==> src/rtl/core/ptirs_pkg.sv <==
// ============================================================================
// ptirs_pkg
// Shared widths, command and status codes, and controller/datapath bundles
// for the ordered key/value pair table.
// ============================================================================
package ptirs_pkg;

    localparam int CMD_W  = 3;
    localparam int POS_W  = 5;
    localparam int DATA_W = 32;
    localparam int STS_W  = 3;
    localparam int FILL_W = 5;

    localparam logic [CMD_W-1:0] CMD_APPEND = 3'd0;
    localparam logic [CMD_W-1:0] CMD_INSERT = 3'd1;
    localparam logic [CMD_W-1:0] CMD_REMOVE = 3'd2;
    localparam logic [CMD_W-1:0] CMD_UPDATE = 3'd3;
    localparam logic [CMD_W-1:0] CMD_READ   = 3'd4;

    localparam logic [STS_W-1:0] ST_OK    = 3'd0;
    localparam logic [STS_W-1:0] ST_FULL  = 3'd1;
    localparam logic [STS_W-1:0] ST_RANGE = 3'd2;
    localparam logic [STS_W-1:0] ST_EMPTY = 3'd3;
    localparam logic [STS_W-1:0] ST_NOKEY = 3'd4;

    typedef enum logic [1:0] {
        S_IDLE,
        S_EXEC,
        S_SCAN
    } state_t;

    typedef enum logic [1:0] {
        OP_NONE,
        OP_INSERT,
        OP_REMOVE,
        OP_UPDATE
    } op_t;

    typedef struct packed {
        logic              load;
        op_t               op;
        logic              at_end;
        logic              scan_inc;
        logic              out_load;
        logic              rd_sel;
        logic [STS_W-1:0]  status;
    } ctl_t;

    typedef struct packed {
        logic [CMD_W-1:0]  command;
        logic              full;
        logic              empty;
        logic              pos_gt;
        logic              pos_ge;
        logic              hit;
        logic              last;
    } dp_sts_t;

endpackage

==> src/rtl/core/ptirs_ctrl.sv <==
// ============================================================================
// ptirs_ctrl
// Command sequencer: accepts a transaction, checks it, drives the datapath
// operation, steps the key scan and manages the response handshake.
// ============================================================================
module ptirs_ctrl
    import ptirs_pkg::*;
(
    input  logic    clk,
    input  logic    rst_n,
    input  logic    req_valid,
    output logic    req_ready,
    output logic    rsp_valid,
    input  logic    rsp_ready,
    input  dp_sts_t sts,
    output ctl_t    ctl
);

    state_t state_reg;
    state_t state_next;
    logic   rsp_valid_reg;
    logic   rsp_valid_next;
    logic   out_free;

    assign req_ready = (state_reg == S_IDLE);
    assign rsp_valid = rsp_valid_reg;
    assign out_free  = !rsp_valid_reg || rsp_ready;

    always_ff @(posedge clk or negedge rst_n)
    begin
        if (!rst_n)
        begin
            state_reg     <= S_IDLE;
            rsp_valid_reg <= 1'b0;
        end
        else
        begin
            state_reg     <= state_next;
            rsp_valid_reg <= rsp_valid_next;
        end
    end

    always_comb
    begin
        state_next   = state_reg;
        ctl          = '0;
        ctl.op       = OP_NONE;
        ctl.status   = ST_OK;
        ctl.load     = req_valid && req_ready;

        unique case (state_reg)
            S_IDLE:
            begin
                if (req_valid)
                    state_next = S_EXEC;
            end
            S_EXEC:
            begin
                if (out_free)
                begin
                    ctl.out_load = 1'b1;
                    state_next   = S_IDLE;
                    unique case (sts.command)
                        CMD_APPEND:
                        begin
                            if (sts.full)
                                ctl.status = ST_FULL;
                            else
                            begin
                                ctl.op     = OP_INSERT;
                                ctl.at_end = 1'b1;
                            end
                        end
                        CMD_INSERT:
                        begin
                            if (sts.full)
                                ctl.status = ST_FULL;
                            else if (sts.pos_gt)
                                ctl.status = ST_RANGE;
                            else
                                ctl.op = OP_INSERT;
                        end
                        CMD_REMOVE:
                        begin
                            if (sts.empty)
                                ctl.status = ST_EMPTY;
                            else if (sts.pos_ge)
                                ctl.status = ST_RANGE;
                            else
                                ctl.op = OP_REMOVE;
                        end
                        CMD_UPDATE:
                        begin
                            if (sts.empty)
                                ctl.status = ST_NOKEY;
                            else
                            begin
                                ctl.out_load = 1'b0;
                                state_next   = S_SCAN;
                            end
                        end
                        CMD_READ:
                        begin
                            if (sts.empty)
                                ctl.status = ST_EMPTY;
                            else if (sts.pos_ge)
                                ctl.status = ST_RANGE;
                            else
                                ctl.rd_sel = 1'b1;
                        end
                        default:
                        begin
                            ctl.status = ST_OK;
                        end
                    endcase
                end
            end
            S_SCAN:
            begin
                if (sts.hit || sts.last)
                begin
                    if (out_free)
                    begin
                        ctl.out_load = 1'b1;
                        state_next   = S_IDLE;
                        if (sts.hit)
                            ctl.op = OP_UPDATE;
                        else
                            ctl.status = ST_NOKEY;
                    end
                end
                else
                    ctl.scan_inc = 1'b1;
            end
            default:
            begin
                state_next = S_IDLE;
            end
        endcase
    end

    always_comb
    begin
        if (ctl.out_load)
            rsp_valid_next = 1'b1;
        else if (rsp_ready)
            rsp_valid_next = 1'b0;
        else
            rsp_valid_next = rsp_valid_reg;
    end

endmodule

==> config.mk <==
export PLATFORM = sky130hd
export DESIGN_NAME = ptirs_ctrl
export DESIGN_NICKNAME = d
export VERILOG_FILES = /design/src/rtl/core/ptirs_pkg.sv /design/src/rtl/core/ptirs_ctrl.sv
export SDC_FILE = /design/constraint.sdc
export NUM_CORES = 1
export LEC_CHECK = 0
export BUFFER_PORTS_ARGS = -buffer_cell sky130_fd_sc_hd__buf_4
export CAP_MARGIN = 40
export CORE_AREA = 2 2 39 41
export CTS_CLUSTER_DIAMETER = 100
export DETAILED_ROUTE_END_ITERATION = 8
export DIE_AREA = 0 0 41 43
export PLACE_DENSITY = 0.65
export SYNTH_ARGS = -nofsm -noshare
export SYNTH_HDL_FRONTEND = slang
export SYNTH_SLANG_ARGS = --single-unit
export TNS_END_PERCENT = 10
==> constraint.sdc <==
create_clock -name clk -period 1.6 [get_ports clk]
set_clock_uncertainty 0.2 [all_clocks]
set_input_delay 0.16 -clock clk [delete_from_list [all_inputs] [get_ports clk]]
set_output_delay 0.16 -clock clk [all_outputs]
set_load 0.005 [all_outputs]
==> results of run 1 <==
power breakdown:
group | switching, W | total [W] | internal, W
combinational | 0.000243 | 0.000507 | 0.000264
sequential | 0.0000179 | 0.000119 | 0.000101
clock | 0.0000363 | 0.000130 | 0.0000932
worst max-delay path: cells and delay by family (launching register included):
kind / cells / cell delay, ps
DFF: 1 / 350
adders and majority gates: 1 / 290
buffers and inverters: 2 / 200
AOI/OAI and AO/OA: 1 / 170
and+or+nand+nor: 1 / 120
through the flow:
step	TNS [ps]	util	total power [W]	hold slack, ps
2_1_floorplan	0	-	0.0003478	-335.6
3_3_place_gp	-39.26	0.4494	0.0004748	-249.5
3_5_place_dp	-103.2	0.4494	0.0004783	-247.3
4_1_cts	-456.7	0.5172	0.0007227	33.07
5_1_grt	-1244	0.5326	0.0008135	45.85
6_report	-427.2	0.5326	0.0007553	46.08
logic make-up (layout without fill, tap and decap cells):
family                   after synthesis  in the layout  synth area share
AND/OR/NAND/NOR                       28             28            0.4027
AO/OA/AOI/OAI                         13             13            0.1946
buffers and inverters                 10             37            0.1342
adder cells (fa/ha/maj)                3              3           0.08220
flip-flops                             3              3            0.1644
multiplexers                           1              1           0.02192
metal layers:
layer  global-route usage  vias to the layer above  wire [microns]
met2               0.2656                       13             691
met5                    0                        -               0
met4              0.04000                        0               0
met1               0.2355                      252             539
li1                     -                      260               -
met3              0.03141                        0              53
what timing repair did:
item / CTS / global route
hold buffers: 1 / 0
hold endpoints to repair: 3 / 0
setup endpoints to repair: 10 / 11
pin swaps: 2 / 3
setup buffers: 2 / 0
gates resized for setup: 10 / 5
cells in the mapped netlist (all sizes together):
cell | count | area (sq um)
and2 | 1 | 6.260
a22o | 1 | 17.52
nand3 | 4 | 20.02
o21ai | 4 | 23.77
dfrtp | 3 | 75.07
a21oi | 4 | 20.02
nand2b | 3 | 18.77
and3b | 1 | 8.760
nand3b | 2 | 15.01
nand4 | 3 | 18.77
nor2 | 5 | 18.77
inv | 5 | 18.76
mux2i | 1 | 10.01
or2 | 1 | 8.760
nand4b | 1 | 8.760
a21boi | 2 | 15.02
clkbuf | 1 | 5.000
o22ai | 1 | 6.260
nand2 | 3 | 11.26
ha | 3 | 37.54
a31oi | 1 | 6.260
nor3b | 2 | 15.01
nor4b | 1 | 23.77
nor3 | 1 | 10.01
buf | 4 | 37.53
area by class of cell:
type,count,area [sq um],share of cell area
well taps,16,20.02,0.02716
flip-flops and latches,3,75.07,0.1019
multi-input cells,45,384.1,0.5212
clock buffers,4,26.28,0.03565
repair buffers,28,212.7,0.2886
inverters,5,18.77,0.02547
worst max-delay path by stage:
stage                                           to  cells after the start                startpoint  slack, ps
after detailed placement                    ctl[1]                      5  state_reg[0]$_DFFE_PN0P_        -40
after global routing                        ctl[2]                      5  state_reg[1]$_DFFE_PN0P_       -260
after CTS                                   ctl[2]                      5  state_reg[1]$_DFFE_PN0P_       -140
after floorplan           state_reg[1]$_DFFE_PN0P_                      6  state_reg[1]$_DFFE_PN0P_        110
after global placement                      ctl[1]                      5  state_reg[0]$_DFFE_PN0P_        -30
final                                       ctl[2]                      5  state_reg[1]$_DFFE_PN0P_       -130
==> metrics.csv, run 1 <==
stage;metric;value;unit
status;status;complete, but fails checks;
status;failed_checks;negative setup slack;
die;die_h;43;microns
clock_tree;cts_tree;yes;
hold_path;whs_path_depth;3;
worst_setup_path;rr_worst_depth;6;
placed_design;portBuffers;24;
worst_setup_path;end_kind;primary output;
final_layout;nNetsFinal;102;
flow_run;drv_cap;0;
worst_setup_path;max_stage_delay;350;ps
worst_setup_path;crit_type;register to primary output;
clock_tree;htree_levels;1;
placed_design;dp_slack;-41.80;ps
logic_synthesis;syn_nets;74;
sta;max_freq;0.5797;GHz
sta;drv_slew;0;
final_layout;final_cell_mix;27 x buf_4, 4 x nor2_1;
logic_synthesis;synthDistinctLibCells;30;
logic_synthesis;ys_seq_area_frac;0.1644;
clock_tree;cts_root_buffer;clkbuf_4;
worst_setup_path;r2r_end;state_reg[1]$_DFFE_PN0P_;
routing;wire_per_inst;12.71;microns
final_layout;finalInstanceArea;737.0;sq um
logic_synthesis;ys_ff_latch;3;
worst_setup_path;cp.required;1240;ps
pwr;irDropWorstVdd;722.2;uV
die;rows;14;
die;core_area;0.001384;sq mm
clock_tree;cts_buffer_depth;2;
clock_tree;cts_made_buffers;3;
global_routing;grt_usage;0.1709;
final_layout;area_delta_synth_final;61.37;%
final_layout;largest_reg_flops;2;
die;die_w;41;microns
sta;setup_viol;6;
final_layout;drive_above_1_share;0.5647;
die;fp.dieArea;0.001763;sq mm
global_routing;grt_pass1_vias;486;
hold_path;holdPathEnd;state_reg[1]$_DFFE_PN0P_;
die;num_io_pins;25;
placed_design;dp_cells;94;
routing;vias_per_cell;5.198;
global_routing;antenna_found_initial;0;
final_layout;antenna_cells;0;
final_layout;final_common_cell;buf_4;
routing;firstDrtPassIters;4;
global_routing;grt_pass1_wl;2.125;mm
worst_setup_path;crit_chain;inv_2 > ha_4 > nand4_1 > o22ai_2 > buf_4;
worst_setup_path;worstSetupStartpointType;register;
sta;worst_pin_slew;224.6;ps
placed_design;dpl_cell_area;621.8;sq um
sta;rsz0062_at_grt;true;
routing;vias;525;
clock_tree;clock_latency;230;ps
hold_path;hold_path_class;primary input to register;
placed_design;dp_hpwl;922.5;microns
worst_setup_path;cp_max_fo;4;
final_layout;fin_cells;101;
worst_setup_path;crit_slowest_cell;dfrtp_1;
worst_setup_path;worstPathArrival;1370;ps
pwr;pwr_density_cell;1025;mW/mm^2
logic_synthesis;syn_area;456.7;sq um
final_layout;fillers;122;
routing;drc;0;
worst_setup_path;reg2reg_slack;40;ps
logic_synthesis;ys_warn_count;0;
sta;min_period;1725;ps
global_routing;overflow;0;
clock_tree;cts.sinks;3;
worst_setup_path;r2r_start;state_reg[1]$_DFFE_PN0P_;
clock_tree;clkTransAtPathRegs;40;ps
sta;slew_headroom;0.8494;
sta;final.setup.worst_slack;-125.0;ps
die;start_util;0.3300;
logic_synthesis;avgSynthCellArea;7.874;sq um
logic_synthesis;netlist_instances;58;
placed_design;gp_congestion;0.7489;
global_routing;grt_max_degree;10;
routing;postRouteAntennaNets;0;
sta;period_share;1.078;
hold_path;worstHoldStart;req_valid;
pwr;power.leakage;0.3206;nW
routing;routed_wl;1.284;mm
routing;drt-initial-drc-count;9;
sta;final_hold_viol_count;0;
Note: power is estimated with default switching activity, not from simulation.
==> run 2, diff against run 1 <==
--- a/config.mk
+++ b/config.mk
@@ -5,6 +5,7 @@
 export SDC_FILE = /design/constraint.sdc
 export NUM_CORES = 1
 export LEC_CHECK = 0
+export ABC_AREA = 1
 export BUFFER_PORTS_ARGS = -buffer_cell sky130_fd_sc_hd__buf_4
 export CAP_MARGIN = 40
 export CORE_AREA = 2 2 39 41
@@ -12,6 +13,7 @@
 export DETAILED_ROUTE_END_ITERATION = 8
 export DIE_AREA = 0 0 41 43
 export PLACE_DENSITY = 0.65
+export RECOVER_POWER = 25
 export SYNTH_ARGS = -nofsm -noshare
 export SYNTH_HDL_FRONTEND = slang
 export SYNTH_SLANG_ARGS = --single-unit
==> run 2 against run 1 <==
  * Largest power group unchanged
  * Flip-flop and latch count unchanged
  * The flow still finishes with violations (negative setup slack)
  * Hold slack better by 20 ps
  * Register-to-register slack gained 100 ps
  * Largest cell class unchanged
  * Setup slack got worse by 34 ps
==> metrics.csv, run 2 <==
stage;metric;value;unit
worst_setup_path;crit_type;register to primary output;
sta;period_share;1.099;
final_layout;antenna_cells;0;
pwr;finalPower;0.0008317;W
die;fp.dieArea;0.001763;sq mm
logic_synthesis;yosys.area.top_type;dfrtp_1;
pwr;pwr_density_cell;1064;mW/mm^2
clock_tree;cts_tree;yes;
sta;max_freq;0.5685;GHz
pwr;switching_share;0.4400;
die;num_io_pins;25;
status;status;complete, but fails checks;
placed_design;dpl_cell_area;661.9;sq um
sta;worst_pin_slew;201.8;ps
pwr;cell_internal_pwr;0.0004658;W
clock_tree;cts.sinks;3;
sta;setup_viol;7;
logic_synthesis;ys_warn_count;0;
die;rows;14;
worst_setup_path;rr_worst_depth;8;
logic_synthesis;ys_ff_latch;3;
routing;vias;586;
flow_run;drv_cap;0;
final_layout;area_delta_synth_final;69.38;%
sta;drv_slew;0;
worst_setup_path;r2r_start;state_reg[1]$_DFFE_PN0P_;
final_layout;nNetsFinal;129;
placed_design;gp_congestion;0.7182;
clock_tree;htree_levels;1;
logic_synthesis;netlist_instances;81;
clock_tree;cts_made_buffers;3;
logic_synthesis;yosys_most_used_dff;dfrtp_1;
pwr;switching_power;0.0003659;W
logic_synthesis;syn_nets;97;
logic_synthesis;ys_top_cells_by_count;20 x nand2_1, 18 x inv_1, 12 x nor2_1;
die;die_h;43;microns
routing;drt-initial-drc-count;5;
clock_tree;clock_latency;230;ps
global_routing;grt_pass1_wl;1.883;mm
worst_setup_path;reg2reg_slack;140;ps
worst_setup_path;worstSetupStartpointType;register;
worst_setup_path;cp_max_fo;4;
routing;drc;0;
sta;final_hold_viol_count;0;
global_routing;overflow;0;
worst_setup_path;cp.required;1240;ps
routing;routed_wl;1.231;mm
clock_tree;clkTransAtPathRegs;40;ps
global_routing;grt_pass1_vias;508;
sta;final.setup.worst_slack;-159.1;ps
placed_design;portBuffers;24;
sta;rsz0062_at_grt;true;
logic_synthesis;synth_top_cell_area_share;0.1626;
final_layout;final_cell_mix;26 x buf_4, 19 x nand2_1, 14 x inv_1;
global_routing;grt_usage;0.1563;
clock_tree;cts_buffer_depth;2;
global_routing;grt_max_degree;9;
pwr;irDropWorstVdd;679.7;uV
global_routing;antenna_found_initial;0;
routing;wire_per_inst;9.617;microns
logic_synthesis;yosysMostFrequentCell;nand2_1;
logic_synthesis;synthDistinctLibCells;20;
logic_synthesis;ys_seq_area_frac;0.1626;
logic_synthesis;synthArstFlopShare;1.000;
logic_synthesis;synth_edf_count;0;
sta;slew_headroom;0.8640;
status;failed_checks;negative setup slack;
final_layout;drive_above_1_share;0.4821;
logic_synthesis;avgSynthCellArea;5.700;sq um
die;start_util;0.3336;
final_layout;final_common_cell;buf_4;
hold_path;hold_path_class;primary input to async pin;
routing;firstDrtPassIters;3;
clock_tree;cts_root_buffer;clkbuf_4;
logic_synthesis;syn_area;461.7;sq um
worst_setup_path;r2r_end;state_reg[0]$_DFFE_PN0P_;
final_layout;finalInstanceArea;782.0;sq um
pwr;seqPwrFrac;0.146;
worst_setup_path;worstPathArrival;1400;ps
die;core_area;0.001384;sq mm
pwr;clock_power_share;0.156;
routing;vias_per_cell;4.578;
pwr;combinationalPowerShare;0.698;
final_layout;largest_reg_flops;2;
routing;postRouteAntennaNets;0;
sta;min_period;1759;ps
pwr;power.leakage;0.4100;nW
die;die_w;41;microns
placed_design;dp_slack;-2.433;ps
logic_synthesis;synth.area.top_cells;dfrtp_1 16%, nand2_1 16%, inv_1 15%;
placed_design;dp_hpwl;958.7;microns
worst_setup_path;end_kind;primary output;
## run 2: changes by cell type after synthesis, moves of 2 or more
cell and delta:
inv_1 +14, buf_6 -2, nand2b_1 -3, nand2_2 +3, nand2_1 +17, a21oi_2 +2, a21oi_1 -3, nor2_1 +7
nor3b_1 -2, nor2_2 +2
## run 2: how the worst max path moves through the flow
stage	start	depth (start not counted)	endpoint	slack, ps
detailed placement	state_reg[1]$_DFFE_PN0P_	7	ctl[2]	-2
global placement	state_reg[1]$_DFFE_PN0P_	7	ctl[2]	7
floorplan	state_reg[0]$_DFFE_PN0P_	7	ctl[4]	120
CTS	state_reg[1]$_DFFE_PN0P_	7	ctl[0]	-150
finish	state_reg[1]$_DFFE_PN0P_	7	ctl[2]	-160
global route	state_reg[1]$_DFFE_PN0P_	7	ctl[0]	-240
## run 2: stage by stage
stage,hold WS [ps],TNS [ps],std cells,utilization
floorplan,-335.6,0,81,-
global placement,-249.6,0,121,0.4783
detailed placement,-250.8,-2.433,121,0.4783
CTS,38.89,-809.3,128,0.5615
global route,93.18,-1509,128,0.5651
finish,66.45,-845.0,128,0.5651
## run 2: kinds of logic (layout without fill, tap and decap cells)
group,after synthesis,after routing,synth area share
buffers and inverters,21,52,0.1789
AND/OR/NAND/NOR,48,48,0.4878
adder cells (fa/ha/maj),3,3,0.08131
flip-flops,3,3,0.1626
AO/OA/AOI/OAI,6,6,0.08943
## run 2: worst max-delay path, cell delays in order (launching register included)
cell	delay [ps]
dfrtp_1	370
inv_2	80
ha_4	280
inv_4	50
nor2_2	110
nand3_2	100
o21ai_2	60
buf_4	120
## run 2: timing repair
action                                  in CTS  in global routing
pin swaps                                    9                  0
gates resized for setup                     16                  2
buffers inserted                             2                  0
hold buffers                                 1                  0
hold endpoints to repair                     3                  0
endpoints found under the setup margin       7                  9
## run 2: cell type report
cell class | instances | area, sq um
repair buffers | 28 | 209.0
fillers | 144 | 601.8
multi-input cells | 57 | 374.1
inverters | 20 | 77.57
clock buffers | 4 | 26.28
well taps | 16 | 20.02
flip-flops and latches | 3 | 75.07
## run 2: power by group through the flow
stage / Combinational, W / Sequential [W] / Clock (W)
6_report: 0.000580 / 0.000122 / 0.000130
4_1_cts: 0.000569 / 0.000122 / 0.000137
5_1_grt: 0.000646 / 0.000126 / 0.000143
3_3_place_gp: 0.000440 / 0.000120 / 0
3_5_place_dp: 0.000443 / 0.000120 / 0
2_1_floorplan: 0.000282 / 0.000123 / 0
## run 2: per-layer routing
layer	vias up	track usage	wire (microns)
met4	0	0.08000	17
met3	2	0.02618	81
met5	-	0	0
met2	19	0.2844	687
li1	311	-	-
met1	254	0.1531	445
